==> config.mk <==
export PLATFORM = sky130hd
export DESIGN_NAME = axis_calibrate_normalize_flat
export DESIGN_NICKNAME = d
export VERILOG_FILES = /design/src/design/acn_pkg.sv /design/src/design/acn_if.sv /design/src/design/acn_div.sv /design/src/design/acn_dp.sv /design/src/design/acn_ctrl.sv /design/src/design/axis_calibrate_normalize.sv /design/src/flat_wrapper.sv
export SDC_FILE = /design/constraint.sdc
export NUM_CORES = 2
export LEC_CHECK = 0
export BUFFER_PORTS_ARGS = -buffer_cell sky130_fd_sc_hd__buf_2
export CORE_UTILIZATION = 30
export DETAILED_ROUTE_END_ITERATION = 16
export PLACE_DENSITY = 0.48
export SLEW_MARGIN = 20
export SYNTH_ARGS = -nofsm -noshare
export SYNTH_HDL_FRONTEND = slang
export SYNTH_SLANG_ARGS = --single-unit
==> constraint.sdc <==
create_clock -name i_clk -period 12.9 [get_ports i_clk]
set_input_delay 2.58 -clock i_clk [delete_from_list [all_inputs] [get_ports i_clk]]
set_output_delay 2.58 -clock i_clk [all_outputs]
set_load 0.02 [all_outputs]
==> src/design/acn_pkg.sv <==
// Shared codes and controller/datapath command and status types.
package acn_pkg;

    localparam logic [1:0] KIND_SAMPLE = 2'd0;
    localparam logic [1:0] KIND_START  = 2'd1;
    localparam logic [1:0] KIND_STOP   = 2'd2;

    // quotient bits the serial divider produces below its overflow limit
    localparam int QUO_BITS = 17;

    typedef struct packed {
        logic capture;    // take the input transfer, read the table at its axis
        logic wr_item;    // write back the sampled axis
        logic cal;        // calibration open
        logic cal_open;   // clear touched bits, zero the centres
        logic cal_close;  // centres are valid again
        logic walk_clr;
        logic walk_rd;
        logic walk_wr;
        logic walk_inc;
        logic div_start;
        logic out_load;
    } t_cmd;

    typedef struct packed {
        logic [1:0] kind;
        logic       in_range;
        logic       walk_last;
        logic       div_done;
        logic       out_full;
    } t_sts;

endpackage

==> src/design/acn_if.sv <==
// Valid/ready stream interfaces for axis samples and normalized results.
interface acn_in_if;
    logic               valid;
    logic               ready;
    logic [1:0]         kind;
    logic [3:0]         axis_index;
    logic signed [15:0] sample;

    modport source (output valid, kind, axis_index, sample, input ready);
    modport sink   (input valid, kind, axis_index, sample, output ready);
endinterface

interface acn_out_if;
    logic               valid;
    logic               ready;
    logic [3:0]         out_axis;
    logic signed [15:0] normalized;
    logic               saturated;

    modport source (output valid, out_axis, normalized, saturated, input ready);
    modport sink   (input valid, out_axis, normalized, saturated, output ready);
endinterface

==> src/design/acn_div.sv <==
// Restoring divider, one quotient bit per cycle, of (mag << 15) by den.
module acn_div import acn_pkg::*; (
    input  logic                i_clk,
    input  logic                i_rst_n,
    input  logic                i_start,
    input  logic [15:0]         i_mag,
    input  logic [16:0]         i_den,
    output logic                o_done,
    output logic                o_ovf,
    output logic [QUO_BITS-1:0] o_quo
);

    logic                r_busy;
    logic                r_done;
    logic [4:0]          r_cnt;
    logic                r_ovf;
    logic [16:0]         r_den;
    logic [16:0]         r_rem;
    logic [16:0]         r_sh;
    logic [QUO_BITS-1:0] r_quo;

    logic [17:0] w_try;
    logic [17:0] w_diff;
    logic        w_ge;
    logic        w_ovf;

    assign w_try  = {r_rem, r_sh[16]};
    assign w_diff = w_try - {1'b0, r_den};
    assign w_ge   = (w_try >= {1'b0, r_den});
    // quotient reaches 2^17 exactly when mag >= 4*den
    assign w_ovf  = ({3'b000, i_mag[15:2]} >= i_den);

    always_ff @(posedge i_clk) begin
        if (!i_rst_n) begin
            r_busy <= 1'b0;
            r_done <= 1'b0;
            r_cnt  <= '0;
        end else begin
            r_done <= 1'b0;
            if (i_start) begin
                r_cnt <= '0;
                if (w_ovf) begin
                    r_busy <= 1'b0;
                    r_done <= 1'b1;
                end else begin
                    r_busy <= 1'b1;
                end
            end else if (r_busy) begin
                r_cnt <= r_cnt + 5'd1;
                if (r_cnt == 5'(QUO_BITS - 1)) begin
                    r_busy <= 1'b0;
                    r_done <= 1'b1;
                end
            end
        end
    end

    always_ff @(posedge i_clk) begin
        if (i_start) begin
            r_ovf <= w_ovf;
            r_den <= i_den;
            r_rem <= {3'b000, i_mag[15:2]};
            r_sh  <= {i_mag[1:0], 15'd0};
            r_quo <= '0;
        end else if (r_busy) begin
            r_rem <= w_ge ? w_diff[16:0] : w_try[16:0];
            r_sh  <= {r_sh[15:0], 1'b0};
            r_quo <= {r_quo[QUO_BITS-2:0], w_ge};
        end
    end

    assign o_done = r_done;
    assign o_ovf  = r_ovf;
    assign o_quo  = r_quo;

endmodule

==> src/design/acn_dp.sv <==
// Datapath: axis table, calibration update, division setup and result register.
module acn_dp import acn_pkg::*; #(
    parameter int AXIS_COUNT = 16
) (
    input  logic               i_clk,
    input  logic               i_rst_n,
    input  t_cmd               i_cmd,
    output t_sts               o_sts,
    input  logic [1:0]         i_kind,
    input  logic [3:0]         i_axis,
    input  logic signed [15:0] i_sample,
    output logic               o_valid,
    input  logic               i_ready,
    output logic [3:0]         o_axis,
    output logic signed [15:0] o_norm,
    output logic               o_sat
);

    localparam int AW = (AXIS_COUNT > 1) ? $clog2(AXIS_COUNT) : 1;
    localparam int XW = (AW > 4) ? AW : 4;

    localparam logic signed [16:0] MIN_RST  = 17'h18000;  // -32768
    localparam logic signed [16:0] MAX_RST  = 17'h08000;  // 32768
    localparam logic signed [16:0] MAX_OPEN = 17'h07FFF;  // 32767

    typedef struct packed {
        logic signed [16:0] mn;
        logic signed [16:0] mx;
        logic signed [15:0] cen;
        logic signed [15:0] last;
    } t_rec;

    t_rec r_mem [AXIS_COUNT];

    logic [AXIS_COUNT-1:0] r_vld;
    logic [AXIS_COUNT-1:0] r_tch;
    logic                  r_cen_zero;
    logic [AW-1:0]         r_walk;
    logic                  r_out_vld;

    t_rec               r_rd;
    logic               r_rd_vld;
    logic               r_rd_tch;
    logic [1:0]         r_kind;
    logic [3:0]         r_axis;
    logic [AW-1:0]      r_addr;
    logic signed [15:0] r_sample;
    logic               r_inrng;
    logic               r_pos;
    logic               r_neg;
    logic               r_bad;
    logic [3:0]         r_out_axis;
    logic signed [15:0] r_out_norm;
    logic               r_out_sat;

    logic [XW-1:0]      w_axis_x;
    logic [AW-1:0]      w_in_addr;
    logic               w_in_rng;
    logic               w_rd_en;
    logic [AW-1:0]      w_raddr;
    logic               w_we;
    logic [AW-1:0]      w_waddr;
    t_rec               w_wdata;
    t_rec               w_eff;
    t_rec               w_item;
    t_rec               w_walk;
    logic signed [16:0] w_s17;
    logic signed [16:0] w_d;
    logic               w_dpos;
    logic               w_dneg;
    logic [17:0]        w_dv;
    logic               w_bad;
    logic [16:0]        w_mag;
    logic               w_div_done;
    logic               w_ovf;
    logic [QUO_BITS-1:0] w_quo;
    logic [QUO_BITS-1:0] w_quo_neg;
    logic signed [15:0] w_norm;
    logic               w_sat;

    assign w_axis_x  = XW'(i_axis);
    assign w_in_addr = w_axis_x[AW-1:0];
    assign w_in_rng  = (32'(i_axis) < AXIS_COUNT);

    assign w_rd_en = i_cmd.capture | i_cmd.walk_rd;
    assign w_raddr = i_cmd.walk_rd ? r_walk : w_in_addr;

    // table read, one port, registered
    always_ff @(posedge i_clk) begin
        if (w_rd_en) begin
            r_rd     <= r_mem[w_raddr];
            r_rd_vld <= r_vld[w_raddr];
            r_rd_tch <= r_tch[w_raddr];
        end
    end

    always_ff @(posedge i_clk) begin
        if (i_cmd.capture) begin
            r_kind   <= i_kind;
            r_axis   <= i_axis;
            r_addr   <= w_in_addr;
            r_sample <= i_sample;
            r_inrng  <= w_in_rng;
        end
    end

    // entries never written read as their reset values; centres read zero
    // from calibration start until the stop walk rewrites them
    always_comb begin
        w_eff.mn   = r_rd_vld ? r_rd.mn : MIN_RST;
        w_eff.mx   = r_rd_vld ? r_rd.mx : MAX_RST;
        w_eff.cen  = (r_rd_vld && !r_cen_zero) ? r_rd.cen : 16'sd0;
        w_eff.last = r_rd_vld ? r_rd.last : 16'sd0;
    end

    assign w_s17 = {r_sample[15], r_sample};

    always_comb begin
        w_item      = w_eff;
        w_item.last = r_sample;
        if (i_cmd.cal) begin
            if (!r_rd_tch) begin
                w_item.mn = w_s17;
                w_item.mx = w_s17;
            end else begin
                if (w_s17 < w_eff.mn) w_item.mn = w_s17;
                if (w_s17 > w_eff.mx) w_item.mx = w_s17;
            end
        end
    end

    always_comb begin
        w_walk     = w_eff;
        w_walk.cen = w_eff.last;
        if (!r_rd_tch) begin
            w_walk.mn = MIN_RST;
            w_walk.mx = MAX_OPEN;
        end
    end

    assign w_we    = i_cmd.wr_item | i_cmd.walk_wr;
    assign w_waddr = i_cmd.walk_wr ? r_walk : r_addr;
    assign w_wdata = i_cmd.walk_wr ? w_walk : w_item;

    always_ff @(posedge i_clk) begin
        if (w_we) begin
            r_mem[w_waddr] <= w_wdata;
        end
    end

    always_ff @(posedge i_clk) begin
        if (!i_rst_n) begin
            r_vld      <= '0;
            r_tch      <= '0;
            r_cen_zero <= 1'b1;
            r_walk     <= '0;
            r_out_vld  <= 1'b0;
        end else begin
            if (w_we) r_vld[w_waddr] <= 1'b1;
            if (i_cmd.cal_open) begin
                r_tch      <= '0;
                r_cen_zero <= 1'b1;
            end else if (i_cmd.wr_item && i_cmd.cal) begin
                r_tch[r_addr] <= 1'b1;
            end
            if (i_cmd.cal_close) r_cen_zero <= 1'b0;
            if (i_cmd.walk_clr) begin
                r_walk <= '0;
            end else if (i_cmd.walk_inc) begin
                r_walk <= r_walk + AW'(1);
            end
            if (i_cmd.out_load) begin
                r_out_vld <= 1'b1;
            end else if (r_out_vld && i_ready) begin
                r_out_vld <= 1'b0;
            end
        end
    end

    // division setup
    assign w_d    = w_s17 - {w_eff.cen[15], w_eff.cen};
    assign w_dneg = w_d[16];
    assign w_dpos = !w_d[16] && (w_d != 17'sd0);
    assign w_dv   = w_dpos ? ({w_eff.mx[16], w_eff.mx} - {{2{w_eff.cen[15]}}, w_eff.cen})
                           : ({{2{w_eff.cen[15]}}, w_eff.cen} - {w_eff.mn[16], w_eff.mn});
    assign w_bad  = w_dv[17] || (w_dv == 18'd0);
    assign w_mag  = w_dneg ? (~w_d + 17'd1) : w_d;

    always_ff @(posedge i_clk) begin
        if (i_cmd.div_start) begin
            r_pos <= w_dpos;
            r_neg <= w_dneg;
            r_bad <= w_bad;
        end
    end

    acn_div u_div (
        .i_clk   (i_clk),
        .i_rst_n (i_rst_n),
        .i_start (i_cmd.div_start),
        .i_mag   (w_mag[15:0]),
        .i_den   (w_dv[16:0]),
        .o_done  (w_div_done),
        .o_ovf   (w_ovf),
        .o_quo   (w_quo)
    );

    assign w_quo_neg = ~w_quo + 17'd1;

    // clamp to Q1.15
    always_comb begin
        w_norm = 16'sd0;
        w_sat  = 1'b0;
        if (r_pos) begin
            if (r_bad || w_ovf || (w_quo > 17'd32767)) begin
                w_norm = 16'sh7FFF;
                w_sat  = 1'b1;
            end else begin
                w_norm = w_quo[15:0];
            end
        end else if (r_neg) begin
            if (r_bad || w_ovf || (w_quo > 17'd32768)) begin
                w_norm = 16'sh8000;
                w_sat  = 1'b1;
            end else begin
                w_norm = w_quo_neg[15:0];
            end
        end else begin
            w_sat = r_bad;
        end
    end

    always_ff @(posedge i_clk) begin
        if (i_cmd.out_load) begin
            r_out_axis <= r_axis;
            r_out_norm <= w_norm;
            r_out_sat  <= w_sat;
        end
    end

    assign o_valid = r_out_vld;
    assign o_axis  = r_out_axis;
    assign o_norm  = r_out_norm;
    assign o_sat   = r_out_sat;

    assign o_sts.kind      = r_kind;
    assign o_sts.in_range  = r_inrng;
    assign o_sts.walk_last = (r_walk == AW'(AXIS_COUNT - 1));
    assign o_sts.div_done  = w_div_done;
    assign o_sts.out_full  = r_out_vld;

    a_port_conflict: assert property (@(posedge i_clk) disable iff (!i_rst_n)
        !(w_we && w_rd_en))
        else $error("table read and write in the same cycle");

    a_div_legal: assert property (@(posedge i_clk) disable iff (!i_rst_n)
        i_cmd.div_start |-> (r_inrng && (r_kind == KIND_SAMPLE) && !i_cmd.cal))
        else $error("division started for an item that yields no result");

    a_no_overwrite: assert property (@(posedge i_clk) disable iff (!i_rst_n)
        i_cmd.out_load |-> !r_out_vld)
        else $error("result register loaded while a result is pending");

    a_sat_value: assert property (@(posedge i_clk) disable iff (!i_rst_n)
        (r_out_vld && r_out_sat) |->
            ((r_out_norm == 16'sh7FFF) || (r_out_norm == 16'sh8000) ||
             (r_out_norm == 16'sd0)))
        else $error("saturated result not at full scale or zero");

endmodule

==> src/design/acn_ctrl.sv <==
// Controller: sequences lookup, update, division, result load and the stop walk.
module acn_ctrl import acn_pkg::*; (
    input  logic i_clk,
    input  logic i_rst_n,
    input  logic i_in_valid,
    output logic o_in_ready,
    input  t_sts i_sts,
    output t_cmd o_cmd
);

    typedef enum logic [2:0] {
        S_IDLE,
        S_DECODE,
        S_DIV,
        S_OUT,
        S_WALK_RD,
        S_WALK_WR
    } t_state;

    t_state r_state;
    t_state n_state;
    logic   r_cal;
    logic   n_cal;

    assign o_in_ready = (r_state == S_IDLE);

    always_comb begin
        n_state = r_state;
        n_cal   = r_cal;
        o_cmd   = '0;
        o_cmd.cal = r_cal;
        case (r_state)
            S_IDLE: begin
                if (i_in_valid) begin
                    o_cmd.capture = 1'b1;
                    n_state = S_DECODE;
                end
            end
            S_DECODE: begin
                n_state = S_IDLE;
                case (i_sts.kind)
                    KIND_START: begin
                        o_cmd.cal_open = 1'b1;
                        n_cal = 1'b1;
                    end
                    KIND_STOP: begin
                        if (r_cal) begin
                            o_cmd.walk_clr = 1'b1;
                            n_state = S_WALK_RD;
                        end
                    end
                    KIND_SAMPLE: begin
                        if (i_sts.in_range) begin
                            o_cmd.wr_item = 1'b1;
                            if (!r_cal) begin
                                o_cmd.div_start = 1'b1;
                                n_state = S_DIV;
                            end
                        end
                    end
                    default: begin
                    end
                endcase
            end
            S_DIV: begin
                if (i_sts.div_done) n_state = S_OUT;
            end
            S_OUT: begin
                if (!i_sts.out_full) begin
                    o_cmd.out_load = 1'b1;
                    n_state = S_IDLE;
                end
            end
            S_WALK_RD: begin
                o_cmd.walk_rd = 1'b1;
                n_state = S_WALK_WR;
            end
            S_WALK_WR: begin
                o_cmd.walk_wr = 1'b1;
                if (i_sts.walk_last) begin
                    o_cmd.cal_close = 1'b1;
                    n_cal = 1'b0;
                    n_state = S_IDLE;
                end else begin
                    o_cmd.walk_inc = 1'b1;
                    n_state = S_WALK_RD;
                end
            end
            default: begin
                n_state = S_IDLE;
            end
        endcase
    end

    always_ff @(posedge i_clk) begin
        if (!i_rst_n) begin
            r_state <= S_IDLE;
            r_cal   <= 1'b0;
        end else begin
            r_state <= n_state;
            r_cal   <= n_cal;
        end
    end

endmodule

==> src/design/axis_calibrate_normalize.sv <==
// Top level: per-axis min/max/centre calibration and Q1.15 normalization.
//
//  channel  dir  payload                          transfer when
//  i_in     in   kind, axis_index, sample         i_in.valid && i_in.ready
//  o_out    out  out_axis, normalized, saturated  o_out.valid && o_out.ready
//
// Sequence: a sample outside calibration raises o_out.valid after capture,
// table lookup, the 17-step serial divider, done and result load, sooner
// when the divider flags an overflowing quotient up front; the next input
// can be taken in the cycle after the result load, and none before it.
// Start items, calibrating samples and dropped items pass through capture
// and decode only. A stop item walks the single-port axis table, reading
// and then writing back each axis in turn.
// Reset clears the controller, the table valid bits and touched bits; an
// unwritten entry reads as min -32768, max 32768, centre 0, last 0.
// Stalls: the result register holds a result until taken; the next item is
// accepted meanwhile, and a second result waits in the divider, with the
// controller in S_OUT, until the register frees.
module axis_calibrate_normalize import acn_pkg::*; #(
    parameter int AXIS_COUNT = 16
) (
    input  logic      i_clk,
    input  logic      i_rst_n,
    acn_in_if.sink    i_in,
    acn_out_if.source o_out
);

    t_cmd w_cmd;
    t_sts w_sts;

    // controller: mode bit and sequencing only
    acn_ctrl u_ctrl (
        .i_clk      (i_clk),
        .i_rst_n    (i_rst_n),
        .i_in_valid (i_in.valid),
        .o_in_ready (i_in.ready),
        .i_sts      (w_sts),
        .o_cmd      (w_cmd)
    );

    // datapath: table, arithmetic, divider, result register
    acn_dp #(
        .AXIS_COUNT (AXIS_COUNT)
    ) u_dp (
        .i_clk    (i_clk),
        .i_rst_n  (i_rst_n),
        .i_cmd    (w_cmd),
        .o_sts    (w_sts),
        .i_kind   (i_in.kind),
        .i_axis   (i_in.axis_index),
        .i_sample (i_in.sample),
        .o_valid  (o_out.valid),
        .i_ready  (o_out.ready),
        .o_axis   (o_out.out_axis),
        .o_norm   (o_out.normalized),
        .o_sat    (o_out.saturated)
    );

endmodule

==> src/flat_wrapper.sv <==
// flat-port wrapper written by rule: the top's interface ports become plain ports
module axis_calibrate_normalize_flat import acn_pkg::*;
#(
    parameter int AXIS_COUNT = 16
)
  (i_clk, i_rst_n, i_in_valid, i_in_kind, i_in_axis_index, i_in_sample, i_in_ready, o_out_valid, o_out_out_axis, o_out_normalized, o_out_saturated, o_out_ready);
  acn_in_if i_in_i ();
  acn_out_if o_out_i ();
  input  logic i_clk;
  input  logic i_rst_n;
  input wire logic [$bits(i_in_i.valid)-1:0] i_in_valid;
  input wire logic [$bits(i_in_i.kind)-1:0] i_in_kind;
  input wire logic [$bits(i_in_i.axis_index)-1:0] i_in_axis_index;
  input wire logic [$bits(i_in_i.sample)-1:0] i_in_sample;
  output wire logic [$bits(i_in_i.ready)-1:0] i_in_ready;
  output wire logic [$bits(o_out_i.valid)-1:0] o_out_valid;
  output wire logic [$bits(o_out_i.out_axis)-1:0] o_out_out_axis;
  output wire logic [$bits(o_out_i.normalized)-1:0] o_out_normalized;
  output wire logic [$bits(o_out_i.saturated)-1:0] o_out_saturated;
  input wire logic [$bits(o_out_i.ready)-1:0] o_out_ready;
  assign i_in_i.valid = i_in_valid;
  assign i_in_i.kind = i_in_kind;
  assign i_in_i.axis_index = i_in_axis_index;
  assign i_in_i.sample = i_in_sample;
  assign i_in_ready = i_in_i.ready;
  assign o_out_valid = o_out_i.valid;
  assign o_out_out_axis = o_out_i.out_axis;
  assign o_out_normalized = o_out_i.normalized;
  assign o_out_saturated = o_out_i.saturated;
  assign o_out_i.ready = o_out_ready;
  axis_calibrate_normalize #(.AXIS_COUNT(AXIS_COUNT)) u_core (.i_clk(i_clk), .i_rst_n(i_rst_n), .i_in(i_in_i), .o_out(o_out_i));
endmodule
==> Flow_metrics.wiki <==
{| class="wikitable"
! Metric !! Value
|-
| Outcome || completed
|-
| Count of mapped cells out of synthesis || between 3k and 4k
|-
| Number of enable-type register cells in the synthesized netlist || roughly 1.2k
|-
| Setup slack of the most critical reg-to-reg path || around 6.8 ns
|-
| Share of final-layout standard cells stronger than drive strength 1 || 19.0%
|-
| Overall Global Routing Usage || between 15 and 20%
|-
| Destination of the worst hold path || u_core.u_dp.r_vld[4]
|-
| Clock transition at the registers of the reported paths || 0.06 ns
|-
| FP Rows || around 160
|-
| Adder-cell share of the synthesized area || just under 3%
|-
| HPWL after DPL || 83100 µm
|-
| Vias in the first global route || between 20k and 30k
|-
| Congestion Overflow GR || 0
|-
| Final worst setup slack || 6.76 ns
|-
| Number of distinct library cells after synthesis || between 70 and 80
|-
| Number of iterations in the first detailed-routing pass || 5
|-
| Peak clock frequency supported by timing || ~0.16 GHz
|-
| Synthesized area per cell || 16.7 µm²
|-
| Syn-to-layout area delta || 14.5%
|-
| Leakage || 0.0200 µW
|-
| Iteration-0 DRC Markers || about 2.7k
|-
| Fraction of the yosys area taken by sequential cells || ~70%
|-
| Die Outline Area || 182000 µm²
|-
| Launch instance of the worst register-to-register path || u_core.u_dp.r_rd_vld
|-
| Last weighted congestion value of the routability-driven placer || 0.859
|-
| Clock Sinks || about 1.3k
|-
| Req. time, crit path || 13.39 ns
|-
| Number of synthesized register bits || ~1.3k
|-
| Final Hold Fails || 0
|-
| Total of max-cap violations || 0
|-
| Most used routing layer || met2
|-
| DR vias/cell || between 5 and 6
|-
| Fill cell instance count of the final layout || approximately 17k
|-
| Total Neg Setup Slack || 0 ns
|-
| Worst vdd ir || 0.0821 mV
|-
| Hold crit path type || reg2reg
|-
| Slew at the pin with the worst max-slew slack || approximately 1.1 ns
|-
| Number of post-CTS setup repair buffers || 0
|-
| Worst Hold Path Cells || 1
|-
| Setup repair after global routing missed its margin || false
|-
| Share of the synthesized netlist area taken by xor and xnor gates || 0.939%
|-
| DR WL/cell || approximately 26 µm
|-
| Worst Skew || roughly 0.04 ns
|-
| Number of gates given a new drive strength after cts || 0
|-
| Number of remaining DRC errors || 0
|-
| Net count reported at finish || 3522
|-
| Hold-fix buffer count after cts || 0
|-
| Startpoint type of the worst setup path || register
|-
| Met1 Usage GRT || between 20% and 30%
|-
| Critical path capture point type || register
|-
| CORE AREA || ~180000 µm²
|-
| Signal arrival time at the worst endpoint || 6.62 ns
|-
| Floorplan die width || around 430 µm
|-
| Worst max-slew margin expressed relative to the limit || about 28%
|-
| Clock tree from TritonCTS || done
|-
| Hold Startpoint || u_core.u_dp.r_vld[4]
|-
| Routed wire length || between 100000 and 150000 µm
|-
| Synth async-reset ratio || 0%
|-
| Depth of the worst register-to-register path || 25
|-
| Number of vias in the routed layout || roughly 30k
|-
| CTS Buffer Depth || 3
|-
| Ratio of total power to cell area || around 150 nW/µm²
|-
| Worst r2r dst || u_core.u_dp.u_div.o_ovf
|-
| Post-route fraction of the period consumed by the critical path || between 40 and 50%
|-
| Clk Tree Root Cell || clkbuf_16
|-
| Max-slew violation count || 0
|-
| Ports || roughly 50
|-
| Dominant combinational cell family by area after synthesis || multiplexers
|-
| Met3 global-route usage || roughly 2.4%
|-
| Net count after synthesis || roughly 3.4k
|-
| Setup slack after placement || ~6.5 ns
|-
| Highest fanout seen on the critical path || 27
|-
| Complex-gate fraction of the synthesized area || about 6.5%
|-
| First-pass GRT wire length || about 220000 µm
|-
| Clock buffer count from CTS || approximately 140
|-
| Critical path class || reg2reg
|-
| Number of H-tree levels || 4
|-
| Largest net degree at the start of global routing || ~140
|-
| Minimum hold slack || ~0.46 ns
|-
| Number of nets with antenna violations after routing || 0
|-
| Overall die height || 427 µm
|-
| Area of the mapped netlist || around 54000 µm²
|-
| Skew-Pair Late Insertion Delay || around 0.80 ns
|-
| Multiplexer share of the synthesized area || between 10% and 20%
|-
| Antenna violations before repair || 3
|-
| Simple logic cell fraction of the synthesized area || 5.94%
|-
| YS warnings || 0
|-
| Met2 GRT Util || 25.9%
|-
| Final setup vio count || 0
|-
| Initial Util || 30.3%
|-
| Port Buf Inserts || 48
|-
| Ys flop type || edfxtp_1
|-
| Final Critical Period || between 6 and 7 ns
|}
worst max-delay path: stages (launching register included):
cell	delay, ns
edfxtp_1	0.37
nor2b_1	0.14
buf_4	0.21
and2_1	0.23
ha_1	0.21
fa_1	0.42
nor2b_1	0.22
o2111ai_1	0.16
nand3_1	0.21
a41oi_1	0.22
o21ai_0	0.21
a32o_1	0.50
o31a_1	0.22
buf_4	0.36
mux2_4	0.35
inv_2	0.05
ha_1	0.21
nor2b_1	0.13
o21a_1	0.16
o21a_1	0.16
o21a_1	0.16
o21a_1	0.16
o21ai_0	0.14
a31oi_1	0.09
a211oi_1	0.41
nor2_1	0.15
layer usage:
metal	vias up	wire length, µm
li1	13177	-
met1	15857	69900
met2	736	70100
met3	190	6550
met4	0	3350
met5	-	0
flip-flops by register name, indices dropped and copies added (netlist names), 4 cells and up:
signal	cells
u_core.u_dp.o_axis	4
u_core.u_dp.o_norm	16
u_core.u_dp.r_addr	4
u_core.u_dp.r_mem	1056
u_core.u_dp.r_rd	66
u_core.u_dp.r_sample	16
u_core.u_dp.r_tch	16
u_core.u_dp.r_vld	16
u_core.u_dp.r_walk	4
u_core.u_dp.u_div.o_quo	17
u_core.u_dp.u_div.r_cnt	5
u_core.u_dp.u_div.r_den	17
u_core.u_dp.u_div.r_rem	17
worst max-delay path by stage:
stage	from	endpoint	slack, ns	depth (start not counted)
2_1_floorplan	i_in_valid	u_core.u_dp.r_rd[0]	5.04	2
3_3_place_gp	i_in_axis_index[0]	u_core.u_dp.r_rd[12]	6.56	9
3_5_place_dp	i_in_axis_index[0]	u_core.u_dp.r_rd[41]	6.52	9
4_1_cts	u_core.u_dp.r_rd_vld	u_core.u_dp.u_div.o_ovf	6.71	25
5_1_grt	u_core.u_dp.r_rd_vld	u_core.u_dp.u_div.o_ovf	6.31	25
6_report	u_core.u_dp.r_rd_vld	u_core.u_dp.u_div.o_ovf	6.76	25
final cells by class:
| cell class | count | area [µm²] | share of cell area (%) |
|---|---|---|---|
| Antenna cell | 2 | 5.00 | 0.00808 |
| Clock buffer | 172 | 3650 | 5.90 |
| Clock inverter | 70 | 644 | 1.04 |
| Inverter | 94 | 353 | 0.570 |
| Multi-Input combinational cell | 1720 | 15800 | 25.5 |
| Sequential cell | 1273 | 37500 | 60.6 |
| Tap cell | 2355 | 2950 | 4.76 |
| Timing Repair Buffer | 142 | 996 | 1.61 |
cells by family after synthesis:
kind of cell | count (synthesis)
DFF | 1273
xor gates and xnor gates | 58
and+or+nand+nor | 679
adders and majority gates | 126
AOI/OAI and AO/OA | 528
muxes | 329
buffers and inverters | 248
synthesized netlist by cell type, types with 7 or more instances:
master    count  area [µm²]
o21ai_0      77         385
ha_1        122        1530
nor2b_1      25         156
mux4_2      272        6130
mux2_2       18         203
buf_1        22        82.6
xor2_1       21         184
and3_1       13        81.3
buf_2        24         120
dfxtp_1      69        1380
a21oi_1      95         475
a22o_1       14         123
nand3b_1      9        67.6
a21o_1       30         225
o21ai_1      14        70.1
a41oi_1       7        61.3
nand2b_1     16         100
nor3_1       29         145
a31oi_1      89         557
nor3b_1       8        60.1
o21a_1       40         300
nand2_1     287        1080
xnor2_1      37         324
and2_1       76         475
clkbuf_1    105         394
o211ai_1      8        60.1
nor2_1      131         492
nand3_1      27         135
a32o_1       15         150
mux2i_1      34         340
nand4_1      17         106
a211oi_1     85         638
edfxtp_1   1204       36200
or3_1        12        75.1
inv_1        91         342
placed cells by master (no fill, tap or decap), drive strengths merged, types with 13 or more instances in the layout:
cell	netlist	final
a21o	30	30
or3	13	13
a22o	14	14
nand3	27	27
a211oi	85	85
xor2	21	21
o21a	40	40
mux2	20	20
a32o	15	15
mux2i	37	37
nor3	29	29
nand2	287	287
a21oi	95	95
and3	13	13
a31oi	89	89
nor2b	26	26
inv	94	99
o21ai	91	91
nand2b	16	16
dfxtp	69	69
clkbuf	105	173
mux4	272	272
buf	49	141
ha	122	122
edfxtp	1204	1204
xnor2	37	37
and2	76	76
clkinv	0	60
nand4	17	17
nor2	131	131
power by group:
part           leakage, µW  internal [µW]  switching [µW]
Sequential          0.0110           4600            43.1
Clock              0.00208           2110            1670
Combinational      0.00684            294             498
Total               0.0200           7000            2210
stage by stage:
stage / cells / utilization [%] / area (µm²) / power, µW
floorplan: 3241 / - / 54100 / 5260
global placement: 5583 / 32.2 / 57600 / 5520
detailed placement: 5583 / 32.2 / 57600 / 5520
CTS: 5825 / 34.6 / 61900 / 9300
global route: 5827 / 34.6 / 61900 / 9540
finish: 5828 / 34.6 / 61900 / 9210
Power figures use the tool's default switching activity.
